File: src/sv/interval_average_of_tabulated_profile_core_macros.svh
// Assertion macros for the interval average core.
`ifndef INTERVAL_AVERAGE_OF_TABULATED_PROFILE_CORE_MACROS_SVH
`define INTERVAL_AVERAGE_OF_TABULATED_PROFILE_CORE_MACROS_SVH
`ifndef SYNTHESIS
`define IATP_CHECK(lbl, clk, rst_n, ante, cons) \
    lbl: assert property (@(posedge clk) disable iff (!rst_n) (ante) |-> (cons)) \
        else $error("same-cycle check failed");
`define IATP_NEXT(lbl, clk, rst_n, ante, cons) \
    lbl: assert property (@(posedge clk) disable iff (!rst_n) (ante) |=> (cons)) \
        else $error("next-cycle check failed");
`else
`define IATP_CHECK(lbl, clk, rst_n, ante, cons)
`define IATP_NEXT(lbl, clk, rst_n, ante, cons)
`endif
`endif

File: src/sv/iatp_pkg.sv
// Shared types and constants of the interval average core.
`timescale 1ns / 1ps
package iatp_pkg;
    localparam int IN_W  = 200;
    localparam int OUT_W = 96;
    localparam int ACC_W = 80;
    localparam int DIV_W = 34;
    localparam int PIN_W = 7;

    localparam logic [PIN_W-1:0] PIN_RESET = 7'd2;
    localparam logic MODE_LOAD    = 1'b0;
    localparam logic MODE_QUERY   = 1'b1;
    localparam logic STATUS_OK    = 1'b0;
    localparam logic STATUS_EMPTY = 1'b1;

    typedef struct packed {
        logic [2:0][31:0] coef;
        logic [31:0]      height;
    } entry_t;

    typedef struct packed {
        logic        pair;
        logic        ui;
        logic        vi;
        logic [31:0] up;
        logic [31:0] vp;
        logic [31:0] q;
        logic        wneg;
        logic [31:0] wmag;
    } piece_t;

    typedef struct packed {
        logic [DIV_W-1:0] quo;
        logic             rem_nz;
        logic             ovf;
    } div_res_t;

    typedef enum logic [4:0] {
        ST_IDLE, ST_FIRST, ST_FETCH, ST_WAITN, ST_EVAL, ST_PSEL, ST_END, ST_EMUL,
        ST_DSTART, ST_DWAIT, ST_SUM, ST_WMUL, ST_ACC, ST_ADV, ST_FDIV, ST_FWAIT,
        ST_DONE
    } state_t;

    function automatic logic [32:0] sdiff(logic [31:0] a, logic [31:0] b);
        return {a[31], a} - {b[31], b};
    endfunction
endpackage

File: src/sv/iatp_div.sv
// Restoring divider, one quotient bit per cycle, with overflow precheck.
`timescale 1ns / 1ps
module iatp_div (
    input  logic                          clk,
    input  logic                          rst_n,
    input  logic                          start,
    input  logic [iatp_pkg::ACC_W-1:0]    num,
    input  logic [iatp_pkg::DIV_W-1:0]    den,
    output logic                          busy,
    output logic                          done,
    output iatp_pkg::div_res_t            res
);
    import iatp_pkg::*;
    localparam int CNT_W = $clog2(DIV_W + 1);

    logic [DIV_W-1:0] rem_reg, lo_reg, den_reg;
    logic [CNT_W-1:0] cnt_reg;
    logic             busy_reg, done_reg, ovf_reg;
    logic [DIV_W:0]   trial, diff;
    logic             ge;

    assign trial = {rem_reg, lo_reg[DIV_W-1]};
    assign diff  = trial - {1'b0, den_reg};
    assign ge    = trial >= {1'b0, den_reg};

    always_ff @(posedge clk or negedge rst_n)
    begin
        if (!rst_n)
        begin
            busy_reg <= 1'b0;
            done_reg <= 1'b0;
            cnt_reg  <= '0;
        end
        else
        begin
            done_reg <= 1'b0;
            if (start)
            begin
                busy_reg <= 1'b1;
                cnt_reg  <= CNT_W'(DIV_W);
            end
            else if (busy_reg)
            begin
                cnt_reg <= cnt_reg - 1'b1;
                if (cnt_reg == CNT_W'(1))
                begin
                    busy_reg <= 1'b0;
                    done_reg <= 1'b1;
                end
            end
        end
    end

    always_ff @(posedge clk)
    begin
        if (start)
        begin
            // quotient fits DIV_W bits unless the high part already reaches den
            ovf_reg <= num[ACC_W-1:DIV_W] >= (ACC_W-DIV_W)'(den);
            rem_reg <= num[2*DIV_W-1:DIV_W];
            lo_reg  <= num[DIV_W-1:0];
            den_reg <= den;
        end
        else if (busy_reg)
        begin
            rem_reg <= ge ? diff[DIV_W-1:0] : trial[DIV_W-1:0];
            lo_reg  <= {lo_reg[DIV_W-2:0], ge};
        end
    end

    assign busy       = busy_reg;
    assign done       = done_reg;
    assign res.quo    = lo_reg;
    assign res.rem_nz = |rem_reg;
    assign res.ovf    = ovf_reg;
endmodule

File: config.mk
export PLATFORM = sky130hd
export DESIGN_NAME = iatp_div
export DESIGN_NICKNAME = d
export VERILOG_FILES = /design/src/sv/interval_average_of_tabulated_profile_core_macros.svh /design/src/sv/iatp_pkg.sv /design/src/sv/iatp_div.sv
export SDC_FILE = /design/constraint.sdc
export NUM_CORES = 1
export LEC_CHECK = 0
export BUFFER_PORTS_ARGS = -buffer_cell sky130_fd_sc_hd__buf_2
export CORE_MARGIN = 4
export CORE_UTILIZATION = 30
export CTS_CLUSTER_DIAMETER = 60
export DETAILED_ROUTE_END_ITERATION = 16
export HOLD_SLACK_MARGIN = 0.02
export PLACE_DENSITY_LB_ADDON = 0.3
export SETUP_SLACK_MARGIN = 0.4
export SLEW_MARGIN = 25
export SYNTH_ARGS = -nofsm -noshare
export SYNTH_HDL_FRONTEND = slang
export SYNTH_SLANG_ARGS = --single-unit
export TNS_END_PERCENT = 100
File: constraint.sdc
create_clock -name clk -period 4.2 [get_ports clk]
set_input_delay 1.26 -clock clk [delete_from_list [all_inputs] [get_ports clk]]
set_output_delay 1.26 -clock clk [all_outputs]
set_load 0.01 [all_outputs]
==> metrics.yaml <==
finClkSkew_ns: 0.01704
rr_worst_depth: 11
status: "finished clean"
seq_area_frac_synth_pct: 44.06
final_area_mm2: 0.008961
p_per_area_mw_per_mm2: 611.2
power_frac_seq_pct: 32.0
path_max_fanout: 21
final_common_cell: "buf_2"
p_int_mw: 3.347
synthCells: 690
layout-drive-gt1-share_pct: 29.49
ir_drop_uv: 262.2
place_congestion: 0.7956
place_area_mm2: 0.008620
vias_per_cell: 4.824
total_power_mw: 5.477
syn2layout_area_growth_pct: 19.91
rsz0062_at_grt: "false"
cts_num_sinks: 111
fmax_mhz: 290.5
cts_made_buffers: 9
io_pins: 155
p_sw_share_pct: 38.89
min_path_type: "register to register"
clkLatencyLatePin_ns: 0.37
rr_endpoint: "rem_reg[12]"
antenna_found_initial: 3
drt_wl_total_um: 19230
hold_viol_final: 0
die-height_um: 165.8
rows: 57
dp_cells: 1154
synth_area_leaders: "edfxtp_1 (41%), ha_1 (12%), mux2_2 (10%)"
cp.required_ns: 4.31
wl_per_cell_um: 16.35
setup_violations: 0
grt_pass1_vias: 5891
remaining_drc_errors: 0
synthArstFlopShare_pct: 7.207
combPwrFrac_pct: 51.7
cts_tree: "built"
initial_core_util_pct: 30.64
r2r_slack_ns: 0.76
reg2reg_from: "rem_reg[0]"
core_mm2: 0.02439
period_share_pct: 81.96
clkTransAtPathRegs_ns: 0.09
netlist_area_mm2: 0.007473
die_w_um: 165.8
maxSlewViolCount: 0
vias: 5673
cp-end-kind: "register"
die-area_mm2: 0.02750
yosys.area.top_type: "edfxtp_1"
synth_nets: 878
dp_hpwl_um: 14850
grt_max_degree: 126
slew_headroom_pct: 51.37
ys_warn_count: 0
leakage_nw: 3.980
globalRouteOverflowTotal: 0
synth.top_cell.area_share_pct: 41.39
power_switching_mw: 2.130
drv_cap: 0
clock-root-buffer: "clkbuf_16"
cts_buffer_depth: 2
holdPathEnd: "cnt_reg[1]"
critPathArrivalTime_ns: 3.55
cts.hold.buffers_added: 0
layout_common_cells: "buf_2 (153), edfxtp_1 (103), inv_1 (79), ha_1 (70), mux2_2 (68)"
hp-start: "cnt_reg[1]"
drt_iter0_drc: 228
fin_setup_tns_ns: 0
cp-start-kind: "register"
critPathKind: "register to register"
cts-resized-gates: 0
io_buffer_count: 154
synth-edff-count: 103
final_antenna_net_count: 0
gr-usage-all-layers_pct: 13.92
synth.avg_cell_area_um2: 10.83
nNetsFinal: 1034
ys_seq_elements: 111
min_path_cells: 2
yosysUniqueCellTypes: 51
htree_levels: 3
fin_crit_ns: 3.442
drtPass1Iterations: 5
stdcell_count: 1176
worst_pin_slew_ns: 0.7279
synth_ff_type: "edfxtp_1"
p_clk_share_pct: 16.3
grt_pass1_wl_um: 31130
[critical path, cell delays in order, from the launching register on]
cell	delay [ns]
edfxtp_1	0.42
ha_1	0.31
nor2b_1	0.17
o2111ai_1	0.16
a211o_1	0.31
and2_4	0.19
o31ai_4	0.31
o21ai_2	0.13
a21oi_4	0.23
buf_4	0.33
mux2_2	0.37
mux2_2	0.26
[timing repair]
action	CTS	global route
endpoints found under the hold margin	0	0
setup buffers	0	5
endpoints found under the setup margin	0	10
[synthesized netlist by cell type (6+ instances only)]
cell type	instances
a21o_1	21
a21oi_1	49
a31oi_1	7
and3_1	6
clkbuf_1	13
dfrtp_1	8
edfxtp_1	103
ha_1	70
inv_1	80
mux2_1	6
mux2_2	68
nand2_1	35
nand3_1	10
nand4_1	12
nor2_1	26
nor2b_1	14
nor3_1	14
nor4_1	13
o211ai_1	6
o21ai_0	31
xnor2_1	19
xor2_1	15
[layout make-up]
cell class / instances / area, um^2
tap: 324 / 405.4
inverter: 80 / 304.0
antenna: 1 / 2.502
clock buffer: 9 / 225.2
sequential: 111 / 3293
fill: 2516 / 15430
timing repair buffer: 163 / 865.8
multi-input combinational: 481 / 3789
clock inverter: 7 / 76.32
[worst max-delay path by stage]
stage	start	end	slack, ns	cells past startpoint
after global placement	den[3]	ovf_reg	0.47	12
after CTS	rem_reg[0]	rem_reg[12]	0.51	11
after detailed placement	den[3]	ovf_reg	0.47	12
after floorplan	start	lo_reg[0]	0.70	5
final	rem_reg[0]	rem_reg[12]	0.76	11
after global routing	den_reg[1]	rem_reg[13]	0.53	12
[stage by stage]
stage	worst slack (ns)	util, %	hold slack [ns]
2_1_floorplan	0.6959	-	0.4881
3_3_place_gp	0.4676	35.34	0.5081
3_5_place_dp	0.4732	35.34	0.5054
4_1_cts	0.5058	36.58	0.5343
5_1_grt	0.5302	36.74	0.5678
6_report	0.7575	36.74	0.5312
[cells by family after synthesis]
family,synth area share (%)
simple gates,10.21
mux,11.82
flops,44.06
xor+xnor,3.985
fa+ha+maj,11.99
compound gates,12.69
buf+inv,5.240
[layer usage]
metal / share of wire (%) / global-route usage (%) / wire [um] / up-vias
met5: 0.11 / 0 / 21 / -
met1: 47 / 18.55 / 9004 / 2650
met3: 6.3 / 4.451 / 1214 / 14
met4: 0.82 / 3.013 / 158 / 4
met2: 46 / 22.28 / 8829 / 139
li1: - / - / - / 2866
[power groups by stage]
stage | registers [mW] | clock network [mW] | logic, mW
finish | 1.75 | 0.891 | 2.83
global route | 1.79 | 0.975 | 3.16
CTS | 1.75 | 0.932 | 2.78
detailed placement | 1.77 | 0 | 2.76
global placement | 1.77 | 0 | 2.76
floorplan | 1.73 | 0 | 2.17
Power figures use the tool's default switching activity.
